--- src/hw/rtl/arm_fifo.sv ---
module arm_fifo #(
  parameter int W     = 8,
  parameter int DEPTH = 4
) (
  input  logic                         clk,
  input  logic                         rst_n,
  input  logic                         push,
  input  logic [W-1:0]                 wdata,
  output logic                         full,
  input  logic                         pop,
  output logic [W-1:0]                 rdata,
  output logic                         empty,
  output logic [$clog2(DEPTH+1)-1:0]   count
);

  localparam int AW = (DEPTH > 1) ? $clog2(DEPTH) : 1;
  localparam int CW = $clog2(DEPTH + 1);

  logic [W-1:0]  mem_r [DEPTH];
  logic [AW-1:0] wr_ptr_r, wr_ptr_nxt;
  logic [AW-1:0] rd_ptr_r, rd_ptr_nxt;
  logic [CW-1:0] count_r, count_nxt;
  logic          do_push, do_pop;

  assign full    = (count_r == CW'(DEPTH));
  assign empty   = (count_r == '0);
  assign count   = count_r;
  assign rdata   = mem_r[rd_ptr_r];
  assign do_push = push && !full;
  assign do_pop  = pop && !empty;

  always_comb begin
    wr_ptr_nxt = wr_ptr_r;
    rd_ptr_nxt = rd_ptr_r;
    if (do_push) begin
      wr_ptr_nxt = (wr_ptr_r == AW'(DEPTH - 1)) ? '0 : wr_ptr_r + AW'(1);
    end
    if (do_pop) begin
      rd_ptr_nxt = (rd_ptr_r == AW'(DEPTH - 1)) ? '0 : rd_ptr_r + AW'(1);
    end
    case ({do_push, do_pop})
      2'b10:   count_nxt = count_r + CW'(1);
      2'b01:   count_nxt = count_r - CW'(1);
      default: count_nxt = count_r;
    endcase
  end

  always_ff @(posedge clk) begin
    if (!rst_n) begin
      wr_ptr_r <= '0;
      rd_ptr_r <= '0;
      count_r  <= '0;
    end else begin
      wr_ptr_r <= wr_ptr_nxt;
      rd_ptr_r <= rd_ptr_nxt;
      count_r  <= count_nxt;
    end
  end

  always_ff @(posedge clk) begin
    if (do_push) begin
      mem_r[wr_ptr_r] <= wdata;
    end
  end

endmodule

--- config.mk ---
export PLATFORM = sky130hd
export DESIGN_NAME = arm_fifo
export DESIGN_NICKNAME = d
export VERILOG_FILES = /design/src/hw/rtl/arm_fifo.sv
export SDC_FILE = /design/constraint.sdc
export NUM_CORES = 1
export LEC_CHECK = 0
export CORE_ASPECT_RATIO = 0.8
export CORE_UTILIZATION = 40
export DETAILED_ROUTE_END_ITERATION = 8
export DONT_BUFFER_PORTS = 1
export GPL_ROUTABILITY_DRIVEN = 0
export PLACE_DENSITY = 0.5
export SLEW_MARGIN = 20
export SYNTH_ARGS = -nofsm -noshare
export SYNTH_HDL_FRONTEND = slang
export SYNTH_SLANG_ARGS = --single-unit
--- constraint.sdc ---
create_clock -name clk -period 2.23 [get_ports clk]
set_input_delay 0.3345 -clock clk [delete_from_list [all_inputs] [get_ports clk]]
set_output_delay 0.3345 -clock clk [all_outputs]
set_load 0.01 [all_outputs]
# [Yosys cells after proc, flatten, opt, wreduce, memory -nomap -nowiden]
# Memories as Yosys holds them, arrays and structs flattened. A register that Yosys moved wholly into a read port is not among the register bits.
# Cells that the tools add are included.
[totals] reg_bits=7 mem_bits_rw=32 inputBits=12 n_memories=1
[classes] add_sub_neg=4 n_eq_ne=5 muxes=7 reduce_logical=6
[mem_list] memory="mem_r" words=4 word_bits=8 read_ports=1 rd_ports_with_merged_regs=1 write_ports=1 line="19" rtl="logic [W-1:0] mem_r [DEPTH];"
[op_table] op="$mux 2" n=4
[op_table] op="$eq 2x2->1 const B" n=3
[op_table] op="$pmux 3 s2" n=1
[op_table] op="$add 2x1->2 const B" n=2
[op_table] op="$add 3x1->3 const B" n=1
[op_table] op="$eq 3x3->1 const B" n=1
[op_table] op="$logic_not 3->1" n=1
[op_table] op="$sub 3x1->3 const B" n=1
[op_table] op="$eq 2x1->1 const B" n=1
[op_table] op="$logic_and 1x1->1" n=2
[op_table] op="$logic_not 1->1" n=2
[op_table] op="$mux 1" n=2
[op_table] op="$reduce_bool 2->1" n=1

# [Logic depth before layout (Yosys ltp)]
[depth] word_depth=5 depth_mapped=10 depth_no_buf=9

# [Least setup slack after synthesis]
# OpenSTA, ideal clock, no wires.
[synth_timing] path_type="flip-flop to flip-flop" from="register count_r[2], in the netlist count[2]" to="register count_r[2], in the netlist count[2]" arrival_ns=2.125 required_ns=2.154 setup_slack_ns=0.030 stages_incl_launch_ff=11 path_buffers=1 synth_period_minus_slack_ns=2.200 cell_sequence="dfxtp_1 nor3b_2 nor2b_1 buf_2 inv_1 ha_1 inv_1 fa_1 xor2_1 or3_1 a21boi_0"
[synth_between] elab_chain_len=5 word_cells_on_any_way=12 cone_classes="add/sub (2); eq/ne (3); mux (1); reduce/logical (6)"
[synth_rtl] element="start: declaration" line="22" rtl="logic [CW-1:0] count_r, count_nxt;"
[synth_rtl] element="start signal: assignment" line="56" rtl="count_r <= count_nxt;"
[synth_rtl] element="$eq 3x3->1 *" line="25" rtl="assign full = (count_r == CW'(DEPTH));"
[synth_rtl] element="via full" line="9" rtl="output logic full,"
[synth_rtl] element="$logic_not 1->1 *" line="29" rtl="assign do_push = push && !full;"
[synth_rtl] element="$logic_and 1x1->1 *" line="29"
[synth_rtl] element="$eq 2x1->1 / $eq 2x2->1 (equally long branches)" line="41" rtl="case ({do_push, do_pop})"
[synth_rtl] element="$pmux 3 s2 / $reduce_bool 2->1 (equally long branches)"
# The timed path passes the listed nets; every way through them passes the cells marked *.
# A chain may end at the register's enable or synchronous reset.

# [Final worst setup path]
[layout_timing] from="register count_r[1], in the netlist count[1]" to="register count_r[2], in the netlist count[2]"
[layout_between] elab_chain_len=5 word_cells_on_any_way=12 cone_classes="add/sub (2); eq/ne (3); mux (1); reduce/logical (6)"
[layout_rtl] element="$eq 3x3->1 / $logic_not 3->1 (equally long branches)" line="25, 26"
[layout_rtl] element="$logic_not 1->1, on equally long branches" line="29, 30"
[layout_rtl] element="$logic_and 1x1->1, on equally long branches" line="29, 30"
[layout_rtl] element="$eq 2x1->1 / $eq 2x2->1 (equally long branches)" line="41"
[layout_rtl] element="$pmux 3 s2 / $reduce_bool 2->1 (equally long branches)"
# Parallel ways exist; a longest one is shown, timed or not.

==> run_results.csv <==
group,metric,value,unit
status,status,"complete, no violations",
worst_setup_path,critical_path.startpoint_type,"flip-flop",
routing,drt_iter0_markers,40,
routing,vias,796,
floorplanning,row_count,20,
logic_synthesis,ys_seq_area_share,69.4,%
placement,port_buffers,0,
clock_network,root_buffer,"clkbuf_8",
final_layout,drive_above_1_share,20.4,%
logic_synthesis,ys.flop_type,"edfxtp_1",
worst_setup_path,path_max_fanout,6,
logic_synthesis,yosysMostFrequentCell,"edfxtp_1",
logic_synthesis,syn_nets,117,
routing,dr.pass1.iters,4,
clock_network,cts_htree_levels,2,
timing,worst_clock_skew,0.00435,ns
floorplanning,start_util,42.4,%
floorplanning,core,3880,µm²
global_routing,antenna_found_initial,0,
floorplanning,fp.dieW,73.7,µm
clock_network,cts.repair.resized,0,
logic_synthesis,synth_cells,98,
worst_setup_path,crit-reg2reg-launch,"count[1]$_SDFFE_PN0P_",
timing,setup_tns,0,ns
logic_synthesis,synth_enable_flop_cells,32,
logic_synthesis,ys_types,22,
worst_setup_path,r2r_cells,9,
placement,hpwl,1750,µm
worst_setup_path,path_common_cell,"inv_1",
timing,relSlewSlack,64.9,%
logic_synthesis,synth_largest_area_cell,"edfxtp_1",
worst_setup_path,crit_required,2.44,ns
logic_synthesis,ys_ff_latch,41,
worst_setup_path,arrival,2.27,ns
logic_synthesis,syn_avg_cell_area,16.8,µm²
hold_path,hp-class,"in2reg",
worst_setup_path,max_stage_delay,0.37,ns
global_routing,gr-total-overflow,0,
logic_synthesis,netlist_area,1640,µm²
clock_network,clk_pin_slew,0.08,ns
final_layout,nets,126,
timing,final-setup-viol-count,0,
worst_setup_path,worst-r2r-setup-slack,0.17,ns
timing,worstMarginPinSlew,0.526,ns
timing,finalCriticalPeriod,2.06,ns
worst_setup_path,endpoint_kind,"flip-flop",
logic_synthesis,synthArstFlopShare,0,%
run,drv_cap,0,
global_routing,grt_pass1_wl,4310,µm
timing,hold_viol_final,0,
worst_setup_path,endpoint,"count[2]$_SDFFE_PN0P_",
logic_synthesis,yosys_warnings,0,
routing,drc,0,
placement,dp.cells,155,
final_layout,syn2layout_area_growth,12.4,%
clock_network,cts_sinks,41,
clock_network,clock_path_buffers,2,
routing,viasPerCell,4.88,
floorplanning,boundaryPins,25,
routing,drt-total-wl,2650,µm
timing,max_freq,0.484,GHz
floorplanning,die_h,59.3,µm
placement,placed_cell_area,1740,µm²
power_and_ir_drop,power_density,1110,nW/µm²
clock_network,post_cts_buffers,0,
worst_setup_path,cp-startpoint,"count[1]$_SDFFE_PN0P_",
worst_setup_path,setup.worst_path.class,"reg2reg",
global_routing,grt_max_degree,13,
timing,grt_setup_unrepaired,"no",
clock_network,tritoncts,"yes",
clock_network,cts_hold_buf,0,
logic_synthesis,synth_commonest_cells,"32 x edfxtp_1, 9 x dfxtp_1, 8 x mux4_2",
clock_network,cts_buffers,5,
worst_setup_path,r2r-end,"count[2]$_SDFFE_PN0P_",
floorplanning,die-area,4370,µm²
final_layout,fin_area,1850,µm²
routing,avgRoutedWirePerCell,16.3,µm
power_and_ir_drop,ir_worst_vdd,0.533,mV
clock_network,worstSkewPairLatency,0.28,ns
worst_setup_path,cp_cell_sequence,"nor3b_2 > nor2b_1 > inv_1 > ha_1 > inv_1 > fa_1 > xor2_1 > or3_1 > a21boi_0",
worst_setup_path,cp.buffers_inverters,2,
final_layout,n_antenna_cell,0,
timing,slew_viol_final,0,
global_routing,grt_pass1_vias,849,
final_layout,finalNonFillerCells,163,
routing,ant_nets,0,
worst_setup_path,path_depth,9,
worst_setup_path,cp_top_family,"simple AND/OR/NAND/NOR gates",
power_and_ir_drop,total_leakage_power,0.639,nW
logic_synthesis,synthTopCellsByArea,"edfxtp_1 58%, dfxtp_1 11%, mux4_2 11%",
global_routing,grt_use_total,14.6,%
logic_synthesis,yosysTopAreaCellShare,58.4,%
timing,fin_crit_sh,92.6,%
worst_setup_path,slowest_stage,"dfxtp_2",
[state kept, by name, summed over array words and instances, names as in the netlist, named ones only]
name / cells
wr_ptr_r: 2
mem_r: 32
rd_ptr_r: 2
count: 3
[stage by stage]
step / hold WS [ns] / setup slack (ns) / util, % / power [W]
floorplan: 0.433 / 0.0295 / - / 0.00138
global placement: 0.434 / 0.264 / 44.9 / 0.00150
detailed placement: 0.434 / 0.146 / 44.9 / 0.00151
CTS: 0.130 / 0.124 / 47.6 / 0.00209
global route: 0.115 / 0.0184 / 47.6 / 0.00218
finish: 0.140 / 0.165 / 47.6 / 0.00206
[cell families after synthesis]
family,count (synthesis),share of synthesized area [%]
AO/OA/AOI/OAI,6,2.13
XOR/XNOR,2,1.07
buffers and inverters,11,2.66
AND/OR/NAND/NOR,21,6.77
flip-flops,41,69.4
multiplexers,10,12.2
adder cells (fa/ha/maj),7,5.78
[worst min path at each step]
stage | startpoint | to | cells after the start
6_report | wdata[3] | mem_r[1][3]$_DFFE_PP_ | 0
5_1_grt | wdata[0] | mem_r[0][0]$_DFFE_PP_ | 0
4_1_cts | wdata[3] | mem_r[0][3]$_DFFE_PP_ | 0
3_5_place_dp | wdata[5] | mem_r[1][5]$_DFFE_PP_ | 0
3_3_place_gp | wdata[3] | mem_r[3][3]$_DFFE_PP_ | 0
2_1_floorplan | wdata[0] | mem_r[0][0]$_DFFE_PP_ | 0
[where the power goes]
part	total, W	switching, W	internal (W)	leakage (nW)
clock network	0.000568	0.000238	0.000330	0.0528
logic	0.000496	0.000264	0.000233	0.218
registers	0.000995	0.0000596	0.000935	0.368
total	0.00206	0.000561	0.00150	0.639
[per-layer routing]
metal / up-vias / GRT usage [%] / share of wire (%) / wire length [µm]
li1: 373 / - / - / -
met1: 408 / 18.1 / 46 / 1210
met2: 13 / 22.4 / 49 / 1300
met3: 2 / 5.95 / 4.8 / 126
met4: 0 / 6.59 / 0.38 / 10
met5: - / 0 / 0 / 0
[cell type report]
cell class	count	area, µm²
clock buffers	6	72.6
clock inverters	2	33.8
fillers	347	2030
inverters	7	26.3
multi-input cells	46	459
flip-flops and latches	41	1140
well taps	55	68.8
repair buffers	6	45.0
[cells in the final DEF, fill, tap and decap left out, drive strengths merged]
cell and instances:
nor2 2, ha 6, o21ai 4, clkinv 1, dfxtp 9, inv 7, buf 6, mux2i 2
o31ai 1, nor3 1, fa 1, nand2 7, nor3b 1, bufinv 1, mux4 8, clkbuf 6
nor2b 1, and2 6, xnor2 1, a21boi 1, xor2 1, edfxtp 32, nand3 2, or3 1
Power figures use the tool's default switching activity.
