**src/hw/rtl/arm_pkg.sv**
```systemverilog
package arm_pkg;

  // configuration register map
  typedef enum logic [2:0] {
    REG_MODE         = 3'd0,
    REG_OUTER_COUNT  = 3'd1,
    REG_REDUCED_LEN  = 3'd2,
    REG_INNER_COUNT  = 3'd3,
    REG_LENGTH_RECIP = 3'd4
  } cfg_reg_t;

  localparam int CFG_IDX_W   = 3;
  localparam int CFG_DATA_W  = 17;

  localparam int OUTER_W     = 16;
  localparam int RED_CNT_W   = 13;
  localparam int INNER_CNT_W = 11;
  localparam int RECIP_W     = 17;
  localparam int INDEX_W     = 26;
  localparam int FRAC_BITS   = 16;

  localparam logic               MODE_MAX   = 1'b0;
  localparam logic               MODE_MEAN  = 1'b1;
  localparam logic [RECIP_W-1:0] RECIP_ONE  = 17'h10000;

  // sums clamp at +-2^40
  localparam logic signed [63:0] ACC_LIMIT  = 64'sd1099511627776;

  localparam int CMD_DEPTH = 4;
  localparam int OUT_DEPTH = 8;

  typedef struct packed {
    logic first;     // first element along the reduced axis
    logic last_red;  // last element along the reduced axis: emits a result
    logic done;      // final result of the tensor
  } cmd_flags_t;

  localparam int FLAGS_W = $bits(cmd_flags_t);

  typedef struct packed {
    logic               mode;
    logic [RECIP_W-1:0] recip;  // clamped to 1.0
  } cfg_live_t;

endpackage

```
**src/hw/rtl/arm_front.sv**
```systemverilog
module arm_front #(
  parameter int INNER_MAX  = 1024,
  parameter int LENGTH_MAX = 4096
) (
  input  logic                                       clk,
  input  logic                                       rst_n,
  // configuration
  input  logic                                       cfg_valid,
  input  logic [arm_pkg::CFG_IDX_W-1:0]              cfg_index,
  input  logic [arm_pkg::CFG_DATA_W-1:0]             cfg_data,
  // input requests
  input  logic                                       push,
  output logic                                       full,
  // command queue
  input  logic                                       q_full,
  output logic                                       q_push,
  output arm_pkg::cmd_flags_t                        q_flags,
  output logic [((INNER_MAX > 1) ? $clog2(INNER_MAX) : 1)-1:0] q_slot,
  output logic [arm_pkg::OUTER_W-1:0]                q_outer,
  // live settings for the back end
  output arm_pkg::cfg_live_t                         cfg_live,
  output logic [$clog2(INNER_MAX+1)-1:0]             inner_n
);

  localparam int INNER_W   = (INNER_MAX > 1) ? $clog2(INNER_MAX) : 1;
  localparam int INNER_N_W = $clog2(INNER_MAX + 1);
  localparam int LEN_W     = (LENGTH_MAX > 1) ? $clog2(LENGTH_MAX) : 1;
  localparam int LEN_N_W   = $clog2(LENGTH_MAX + 1);
  localparam int OW        = arm_pkg::OUTER_W;

  logic                            mode_r;
  logic [OW-1:0]                   outer_cnt_r;
  logic [arm_pkg::RED_CNT_W-1:0]   red_len_r;
  logic [arm_pkg::INNER_CNT_W-1:0] inner_cnt_r;
  logic [arm_pkg::RECIP_W-1:0]     recip_r;

  logic [INNER_W-1:0] inner_pos_r, inner_pos_nxt;
  logic [LEN_W-1:0]   red_pos_r, red_pos_nxt;
  logic [OW-1:0]      outer_pos_r, outer_pos_nxt;

  logic [OW-1:0]      outer_n;
  logic [LEN_N_W-1:0] len_n;
  logic               accept;
  logic               last_inner, last_red, last_outer;

  // zero counts act as one, oversized counts clamp
  always_comb begin
    outer_n = (outer_cnt_r == '0) ? OW'(1) : outer_cnt_r;
    if (red_len_r == '0) begin
      len_n = LEN_N_W'(1);
    end else if (red_len_r > LENGTH_MAX) begin
      len_n = LEN_N_W'(LENGTH_MAX);
    end else begin
      len_n = LEN_N_W'(red_len_r);
    end
    if (inner_cnt_r == '0) begin
      inner_n = INNER_N_W'(1);
    end else if (inner_cnt_r > INNER_MAX) begin
      inner_n = INNER_N_W'(INNER_MAX);
    end else begin
      inner_n = INNER_N_W'(inner_cnt_r);
    end
    cfg_live.mode  = mode_r;
    cfg_live.recip = (recip_r > arm_pkg::RECIP_ONE) ? arm_pkg::RECIP_ONE : recip_r;
  end

  assign accept = push && !q_full;
  assign full   = q_full;
  assign q_push = accept;

  // a position at or past its new end counts as the end
  assign last_inner = (INNER_N_W'(inner_pos_r) + INNER_N_W'(1)) >= inner_n;
  assign last_red   = (LEN_N_W'(red_pos_r) + LEN_N_W'(1)) >= len_n;
  assign last_outer = ((OW+1)'(outer_pos_r) + (OW+1)'(1)) >= (OW+1)'(outer_n);

  assign q_flags.first    = (red_pos_r == '0);
  assign q_flags.last_red = last_red;
  assign q_flags.done     = last_red && last_inner && last_outer;
  assign q_slot           = inner_pos_r;
  assign q_outer          = outer_pos_r;

  always_comb begin
    inner_pos_nxt = inner_pos_r;
    red_pos_nxt   = red_pos_r;
    outer_pos_nxt = outer_pos_r;
    if (accept) begin
      if (!last_inner) begin
        inner_pos_nxt = inner_pos_r + INNER_W'(1);
      end else begin
        inner_pos_nxt = '0;
        if (!last_red) begin
          red_pos_nxt = red_pos_r + LEN_W'(1);
        end else begin
          red_pos_nxt   = '0;
          outer_pos_nxt = last_outer ? '0 : outer_pos_r + OW'(1);
        end
      end
    end
  end

  always_ff @(posedge clk) begin
    if (!rst_n) begin
      mode_r      <= arm_pkg::MODE_MAX;
      outer_cnt_r <= OW'(1);
      red_len_r   <= arm_pkg::RED_CNT_W'(1);
      inner_cnt_r <= arm_pkg::INNER_CNT_W'(1);
      recip_r     <= arm_pkg::RECIP_ONE;
      inner_pos_r <= '0;
      red_pos_r   <= '0;
      outer_pos_r <= '0;
    end else begin
      inner_pos_r <= inner_pos_nxt;
      red_pos_r   <= red_pos_nxt;
      outer_pos_r <= outer_pos_nxt;
      if (cfg_valid) begin
        case (cfg_index)
          arm_pkg::REG_MODE:         mode_r      <= cfg_data[0];
          arm_pkg::REG_OUTER_COUNT:  outer_cnt_r <= cfg_data[OW-1:0];
          arm_pkg::REG_REDUCED_LEN:  red_len_r   <= cfg_data[arm_pkg::RED_CNT_W-1:0];
          arm_pkg::REG_INNER_COUNT:  inner_cnt_r <= cfg_data[arm_pkg::INNER_CNT_W-1:0];
          arm_pkg::REG_LENGTH_RECIP: recip_r     <= cfg_data[arm_pkg::RECIP_W-1:0];
          default: ;
        endcase
      end
    end
  end

  a_done_rewinds: assert property (@(posedge clk) disable iff (!rst_n)
    (accept && q_flags.done) |=>
      (inner_pos_r == '0 && red_pos_r == '0 && outer_pos_r == '0))
    else $error("positions not rewound after tensor end");

  a_result_on_row_end: assert property (@(posedge clk) disable iff (!rst_n)
    (accept && q_flags.last_red && !last_inner) |=> (red_pos_r == $past(red_pos_r)))
    else $error("reduced position moved inside a row");

endmodule

```
**config.mk**
```make
export PLATFORM = sky130hd
export DESIGN_NAME = arm_front
export DESIGN_NICKNAME = d
export VERILOG_FILES = /design/src/hw/rtl/arm_pkg.sv /design/src/hw/rtl/arm_front.sv
export SDC_FILE = /design/constraint.sdc
export NUM_CORES = 1
export LEC_CHECK = 0
export ABC_AREA = 1
export BUFFER_PORTS_ARGS = -buffer_cell sky130_fd_sc_hd__buf_2
export CELL_PAD_IN_SITES_DETAIL_PLACEMENT = 1
export CELL_PAD_IN_SITES_GLOBAL_PLACEMENT = 1
export CORE_MARGIN = 3
export CORE_UTILIZATION = 44
export DETAILED_ROUTE_END_ITERATION = 10
export HOLD_SLACK_MARGIN = 0.05
export PLACE_DENSITY_LB_ADDON = 0.12
export SYNTH_ARGS = -nofsm -noshare
export SYNTH_HDL_FRONTEND = slang
export SYNTH_SLANG_ARGS = --single-unit
```
**constraint.sdc**
```tcl
create_clock -name clk -period 6.7 [get_ports clk]
set_clock_uncertainty 0.1 [all_clocks]
set_input_delay 1.005 -clock clk [delete_from_list [all_inputs] [get_ports clk]]
set_output_delay 1.005 -clock clk [all_outputs]
set_load 0.005 [all_outputs]
```
== Word-level counts from Yosys, hierarchy flattened ==
Index checks and enable logic that the tools add are counted.
Word-level totals
  word-level logic and storage cells: 49
  register bits: 96
  bits of input ports: 25
  output and inout bits: 60
Operators by class
  equality and inequality tests: 4
  order comparisons: 6
  reductions and logical operators: 16
  muxes and demuxes: 9
  add/subtract/negate cells: 6
Operators by type and width (number)
  $mux 16: 2
  $mux 13: 2
  $mux 11: 2
  $add 16x1->17 const B: 1
  $ge 17x16->1: 1
  $gt 17x17->1 const B: 1
  $mux 17: 1
  $add 16x1->16 const B: 1
  $logic_not 16->1: 1
  $add 12x1->13 const B: 1
  $ge 13x13->1: 1
  $gt 13x13->1 const B: 1
  $logic_not 13->1: 1
  $add 12x1->12 const B: 1
  $logic_not 12->1: 1
  $mux 12: 1
  $reduce_and 2->1: 6
  $add 10x1->11 const B: 1
  $ge 11x11->1: 1
  $gt 11x11->1 const B: 1
  $logic_not 11->1: 1
  $add 10x1->10 const B: 1
  $mux 10: 1
  $eq 3x2->1 const B: 2
  6 further kinds: 8

== Logic depth before layout (Yosys ltp) ==
Gate-level depths: netlist (run 1).
  word-level depth: 6
  gate-level depth with buffers: 21
  depth with buffers taken out: 20

== Worst setup path after synthesis (run 1) ==
OpenSTA, ideal clock, no wires.
  path kind: reg2out
  start point: reg outer_pos_r[0] (netlist: q_outer[0])
  end point: out q_flags[0] (netlist name)
  buffers on the path: 0
  stages on the path, launching flop included: 15
  data arrival time: 2347 ps
  data required time: 5595 ps
  slack: 3248 ps
  cell sequence: dfxtp_1 ha_1 nand2_1 nor2_1 nand2_1 nor2_1 nand3_1 xor2_1 ha_1 nand3_1 nor3_1 nand3_1 inv_1 nor2_1 nor3_1
RTL lines
  from (decl): RTL line arm_front.sv:39  | logic [OW-1:0] outer_pos_r, outer_pos_nxt;
  from (signal assigned): RTL line arm_front.sv:114  | outer_pos_r <= outer_pos_nxt;
  to (decl): RTL line arm_front.sv:17  | output arm_pkg::cmd_flags_t q_flags,

==> results of run 1 <==
## worst register-to-register path, stage by stage (launching register included)
cell     delay [ns]
dfxtp_1        0.52
ha_1           0.30
nand3_1        0.15
nor4_1         0.29
xor2_1         0.21
inv_1          0.09
ha_1           0.32
a21o_1         0.17
nand2_1        0.05
nand2_1        0.07
inv_1          0.06
nand2_1        0.04
nor2_1         0.12
nor2_1         0.07
nand2_1        0.48
a21oi_1        0.14
nand2_1        0.11
inv_1          0.04
## state kept, by name (all words and copies together), names as in the netlist
name         count
q_slot          10
red_pos_r       12
inner_cnt_r     11
red_len_r       13
recip_r         17
outer_cnt_r     16
q_outer         16
mode_r           1
## layer usage
metal | up-vias | share of wire [%] | track usage, %
met2 | 108 | 47 | 41.8
met4 | 0 | 1.9 | 7.84
met5 | - | 0 | 0
met1 | 2722 | 47 | 32.6
met3 | 26 | 3.4 | 3.45
li1 | 2901 | - | -
## metrics by stage
stage | worst slack [ns] | hold slack [ns] | utilization (%)
floorplan | 3.25 | 0.339 | -
global placement | 2.53 | 0.355 | 49.6
detailed placement | 2.35 | 0.371 | 49.6
CTS | 1.90 | 0.381 | 51.7
global route | 1.43 | 0.403 | 51.7
finish | 1.91 | 0.379 | 51.7
## power groups by stage
| stage | logic (mW) | clock network, mW | registers [mW] |
|---|---|---|---|
| 6_report | 0.389 | 0.503 | 0.627 |
| 5_1_grt | 0.447 | 0.534 | 0.631 |
| 4_1_cts | 0.390 | 0.509 | 0.626 |
| 3_5_place_dp | 0.387 | 0 | 0.640 |
| 3_3_place_gp | 0.371 | 0 | 0.636 |
| 2_1_floorplan | 0.286 | 0 | 0.634 |
## cells by family after synthesis
family,count (synthesis)
AND/OR/NAND/NOR,355
adder cells (fa/ha/maj),44
flip-flops,96
XOR/XNOR,28
AO/OA/AOI/OAI,156
buffers and inverters,189
## cell usage in the layout, fill, tap and decap left out, types with 3 or more instances in the layout
cell / synthesis / layout
nand2_1: 160 / 160
inv_1: 154 / 154
dfxtp_1: 96 / 96
nor2_1: 93 / 93
buf_2: 2 / 84
a21oi_1: 82 / 82
o21ai_0: 58 / 58
ha_1: 44 / 44
nand3_1: 42 / 42
xor2_1: 28 / 28
nor4_1: 17 / 17
nand4_1: 12 / 12
clkbuf_16: 0 / 9
nor3_1: 7 / 7
o22ai_1: 7 / 7
nand2_2: 5 / 5
nor2_4: 4 / 4
nor2_2: 3 / 3
inv_2: 3 / 3
nand3_2: 3 / 3
nor3_2: 3 / 3
buf_4: 3 / 3
## cell usage after synthesis, drive strengths merged
library cell,n
nand2,166
nor4b,1
o22ai,7
nand3,45
a21boi,1
xor2,28
a211oi,1
a41oi,1
and2,1
a21oi,82
clkbuf,24
nor4,17
o21ai,58
a21o,2
o211ai,1
a31oi,1
o21bai,1
nor2,100
nand4,12
nor3,10
nor2b,1
buf,8
inv,157
dfxtp,96
a41o,1
ha,44
nand3b,2
## area by class of cell
type                            instances  area (µm²)  share of cell area [%]
Tap cell                              172         215                    3.24
Sequential cell                        96        1920                    29.0
Clock buffer                           12         246                    3.72
Multi-Input combinational cell        583        3190                    48.1
Timing Repair Buffer                   87         443                    6.68
Clock inverter                          4        28.8                   0.434
Inverter                              157         589                    8.88
## final timing paths
path	from	endpoint	slack, ns	cells after the start
max	q_outer[0]	q_flags[0]	1.91	16
min	recip_r[9]	recip_r[9]	0.38	2
max reg2reg	q_slot[0]	q_outer[10]	3.27	17
min reg2reg	recip_r[9]	recip_r[9]	0.38	2
==> out/metrics.yaml, run 1 <==
status: "finished, final reports clean"
synth_nets: 937
start_util_pct: 45.7
fmax_ghz: 0.209
post_cts_resized: 0
fin_area_mm2: 0.00663
clk_pin_slew_worst_paths_ns: 0.07
rsz0062_at_grt: "no"
worstPathArrival_ns: 3.69
synth-compound-area-share_pct: 13.9
portBuffers: 84
placed_cell_area_mm2: 0.00636
hold_buffers: 0
internal_power_uw: 993
h-tree-depth: 3
fin_crit_ns: 4.79
worst_slew_pin_slew_ns: 1.06
synth_seq_area_share_pct: 32.8
crit_family: "simple AND/OR/NAND/NOR gates"
drt-pass1-iter-count: 4
cp-end-kind: "output pin"
antenna-diode-count: 0
grt_pass1_wl_um: 29500
clkLatencyLatePin_ns: 0.35
peakVddDrop_mv: 0.112
p_sw_uw: 525
worstHoldPathType: "reg2reg"
worstPathRequired_ns: 5.59
post_cts_buffers: 0
ios: 85
hold_viol_final: 0
critPathLaunchType: "flop"
ant_nets: 0
slowest_delay_ns: 0.50
synth.area.mux_share_pct: 0
netlist_area_mm2: 0.00586
slew_violations: 0
drv_cap: 0
die_x_um: 121
area_growth_pct: 13.3
drtIter0Drc: 249
cts_buffers: 9
clock-sinks: 96
yosysUniqueCellTypes: 36
fin_total_pwr_mw: 1.52
total_leakage_power_nw: 3.24
pwr-share-clk_pct: 33.1
wl_per_cell_um: 15.9
power_density_mw_per_mm2: 229
fin_cells: 1111
post-route-period-util_pct: 71.5
overflow: 0
dp.cells: 1095
path_buf_inv: 3
drcViolationCount: 0
relSlewSlack_pct: 29.4
antenna_found_initial: 0
critPathKind: "reg2out"
synthSimpleGateAreaFrac_pct: 27.0
fill_cells: 1745
drive_gt1_share_pct: 13.1
core_mm2: 0.0128
yosysWarnings: 0
path_common_cell: "nand2_1"
combPwrFrac_pct: 25.6
dieArea_mm2: 0.0147
sequentialPowerShare_pct: 41.3
fp.dieH_um: 121
grt_util_all_layers_pct: 24.7
path_max_fanout: 16
dp_hpwl_um: 13400
viasPerCell: 5.18
nets: 1003
place_congestion: 0.858
root_buffer: "clkbuf_16"
synthCells: 868
clockBufferDepth: 2
dr_total_vias: 5757
grt_pass1_vias: 6005
syn_avg_cell_area_um2: 6.75
rows: 41
tns_ns: 0
setup_viol_count_final: 0
yosys.area.top_type: "dfxtp_1"
ys_ff_latch: 96
synth_top_family_by_area: "simple AND/OR/NAND/NOR gates"
synthAdderAreaFrac_pct: 9.40
grt_max_degree: 66
netlist_top_cells_area: "dfxtp_1, nand2_1, inv_1"
yosys.area.top_type_share_pct: 32.8
wirelength_um: 17700
tritoncts: "done"
crit_path_top_delay_cell: "nand3_1"
sw_frac_of_total_pct: 34.6
synth_xor_xnor_area_share_pct: 4.19
path_cells: "ha_1 > nand2_1 > nor2_1 > nand2_1 > nor2_1 > nand2_1 > xor2_1 > inv_1 > ha_1 > nand2_1 > nor3_1 > nand3_1 > inv_1 > nor2_1 > nor3_1 > buf_2"
No activity file was read; power rests on OpenSTA's default activity.
==> run 2: changes to the inputs <==
--- a/config.mk
+++ b/config.mk
@@ -5,12 +5,12 @@
 export SDC_FILE = /design/constraint.sdc
 export NUM_CORES = 1
 export LEC_CHECK = 0
-export ABC_AREA = 1
+export ABC_AREA = 0
 export BUFFER_PORTS_ARGS = -buffer_cell sky130_fd_sc_hd__buf_2
 export CELL_PAD_IN_SITES_DETAIL_PLACEMENT = 1
 export CELL_PAD_IN_SITES_GLOBAL_PLACEMENT = 1
 export CORE_MARGIN = 3
-export CORE_UTILIZATION = 44
+export CORE_UTILIZATION = 38
 export DETAILED_ROUTE_END_ITERATION = 10
 export HOLD_SLACK_MARGIN = 0.05
 export PLACE_DENSITY_LB_ADDON = 0.12
==> constraint.sdc (replaced) <==
create_clock -name clk -period 4.02 [get_ports clk]
set_clock_uncertainty 0.1 [all_clocks]
set_input_delay 0.603 -clock clk [delete_from_list [all_inputs] [get_ports clk]]
set_output_delay 0.603 -clock clk [all_outputs]
set_load 0.005 [all_outputs]
==> run 2 against run 1 <==
Net effect:
- clock-buffer cell count is 2 lower
- via count shrank 11%
- cell count fell by 13%
- routed wire length shrank 9.7%
- sequential cell count is the same
- die area up 11%
- total power grew 41%
- register-to-register slack got worse by 3.0 ns
- critical path type unchanged
- largest power group unchanged
- highest routed layer unchanged
==> out/metrics.yaml, run 2 <==
status: "finished, final reports clean"
ios: 85
die_x_um: 128
ant_nets: 0
yosysWarnings: 0
netlist_top_cells_area: "dfxtp_1, nand2_1, ha_1"
drtIter0Drc: 175
syn_avg_cell_area_um2: 7.90
viasPerCell: 5.30
grt_use_met3_pct: 2.88
fmax_ghz: 0.261
clock-sinks: 96
place_congestion: 0.833
area_growth_pct: 16.9
largest_reg_flops: 17
synthFlopType: "dfxtp_1"
grt-busiest-layer: "met2"
grt_util_met1_pct: 26.7
clk_pin_slew_worst_paths_ns: 0.07
yosysUniqueCellTypes: 54
grt_pass1_vias: 5409
crit_path_top_delay_cell: "dfxtp_1"
rr_worst_depth: 13
fp.dieH_um: 128
h-tree-depth: 3
worstPathRequired_ns: 3.32
final_common_cell: "nand2_1"
synth_commonest_cells: "nand2_1, dfxtp_1, a21boi_0"
clkLatencyLatePin_ns: 0.35
yosys.area.top_type_share_pct: 34.2
start_util_pct: 39.6
r2r-start: "q_slot[0]"
combPwrFrac_pct: 10.6
drt-pass1-iter-count: 4
critPathKind: "reg2out"
synth_edf_count: 0
grt_util_all_layers_pct: 19.9
tns_ns: 0
hold_viol_final: 0
peakVddDrop_mv: 0.246
met2_usage_pct: 33.5
worstSetupPathDepth: 13
ys_ff_latch: 96
setup_viol_count_final: 0
overflow: 0
min_from: "cfg_data[16]"
yosys.area.top_type: "dfxtp_1"
grt_pass1_wl_um: 26500
relSlewSlack_pct: 33.9
path_common_cell: "and3_4"
rows: 43
worstPathArrival_ns: 3.12
cp-end-kind: "output pin"
hold_depth: 3
p_sw_uw: 573
synthCells: 712
post-route-period-util_pct: 95.2
path_cells: "ha_2 > and3_4 > and3_4 > and3_2 > and3_1 > xor2_1 > ha_1 > a21oi_2 > o21ai_4 > nor2_2 > buf_4 > inv_1 > buf_2"
dieArea_mm2: 0.0163
wl_per_cell_um: 16.5
portBuffers: 84
hold_buffers: 0
synth_nets: 781
path_buf_inv: 3
synth_most_common_cell: "nand2_1"
grt_max_degree: 64
nets: 851
wirelength_um: 16000
clockBufferDepth: 2
path_max_fanout: 10
slew_violations: 0
utilization_pct: 46.3
root_buffer: "clkbuf_16"
internal_power_mw: 1.56
fin_crit_ns: 3.83
top_register: "recip_r"
startpoint: "red_pos_r[1]"
synth_seq_area_share_pct: 34.2
final_cell_mix: "nand2_1, dfxtp_1, buf_2"
antenna-diode-count: 0
slowest_delay_ns: 0.38
worstHoldPathType: "in2reg"
dr_total_vias: 5128
sequentialPowerShare_pct: 45.9
power_density_mw_per_mm2: 325
drcViolationCount: 0
sw_frac_of_total_pct: 26.8
async_flop_share_pct: 0
netlist_area_mm2: 0.00563
tritoncts: "done"
critPathLaunchType: "flop"
total_leakage_power_nw: 2.87
worst_slew_pin_slew_ns: 0.989
ff2ff_setup_slack_ns: 0.30
dp_hpwl_um: 11900
pwr-share-clk_pct: 43.5
antenna_found_initial: 0
drv_cap: 0
drive_gt1_share_pct: 18.8
crit_family: "simple AND/OR/NAND/NOR gates"
cts_buffers: 9
rsz0062_at_grt: "no"
core_mm2: 0.0142
-- run 2: changes by cell type in the layout (fill, tap and decap cells not counted), sizes merged, moves of 15 or more --
| cell | delta |
|---|---|
| inv | -123 |
| nor2 | -73 |
| a21boi | +66 |
| a21oi | -65 |
| o21ai | -36 |
| nor2b | +19 |
| and3 | +18 |
| nand3 | -16 |
| xnor2 | +15 |
-- run 2: timing repair --
item | CTS | global route
gates cloned | 0 | 0
pin swaps | 0 | 2
buffers inserted | 1 | 2
setup endpoints to repair | 2 | 4
gates resized for setup | 5 | 16
-- run 2: area by class of cell --
type                    instances  area, µm²
flip-flops and latches         96       1930
multi-input cells             550       3500
inverters                      33        124
clock inverters                 6       73.8
well taps                     180        225
repair buffers                 92        480
clock buffers                  10        239
fillers                      1804       7630
-- run 2: cell families (layout without fill, tap and decap cells) --
family	count (synthesis)	after routing	share of synthesized area (%)
flops	96	96	34.2
compound gates	139	139	17.8
fa+ha+maj	44	44	9.78
simple gates	330	330	27.6
xor+xnor	36	36	5.60
buf+inv	66	141	4.85
mux	1	1	0.200
-- run 2: worst min-delay path, delay by kind of cell --
family | cells | cell delay (ns)
compound gates | 1 | 0.07
buf+inv | 1 | 0.07
simple gates | 1 | 0.04
-- run 2: per-layer routing --
metal,wire [µm],up-vias
li1,-,2573
met1,7810,2454
met2,7490,84
met3,457,17
met4,207,0
met5,0,-
-- run 2: power by group through the flow --
stage,registers (mW),clock network [mW],logic (mW)
6_report,0.981,0.928,0.226
5_1_grt,0.983,0.985,0.252
4_1_cts,0.980,0.947,0.227
3_5_place_dp,1.00,0,0.223
3_3_place_gp,1.00,0,0.218
2_1_floorplan,0.998,0,0.145
-- run 2: through the flow --
stage	total power, mW	hold slack (ns)	instance area [µm²]	setup slack, ns	std cells
2_1_floorplan	1.14	0.341	5630	0.464	712
3_3_place_gp	1.22	0.352	6160	0.139	948
3_5_place_dp	1.23	0.375	6160	0.0677	948
4_1_cts	2.15	0.368	6500	0.00559	965
5_1_grt	2.22	0.391	6580	0.00720	967
6_report	2.14	0.372	6580	0.193	967
-- run 2: worst paths after layout --
| check | to |
|---|---|
| max | q_flags[1] |
| min | recip_r[16] |
| max reg2reg | q_outer[2] |
| min reg2reg | mode_r |
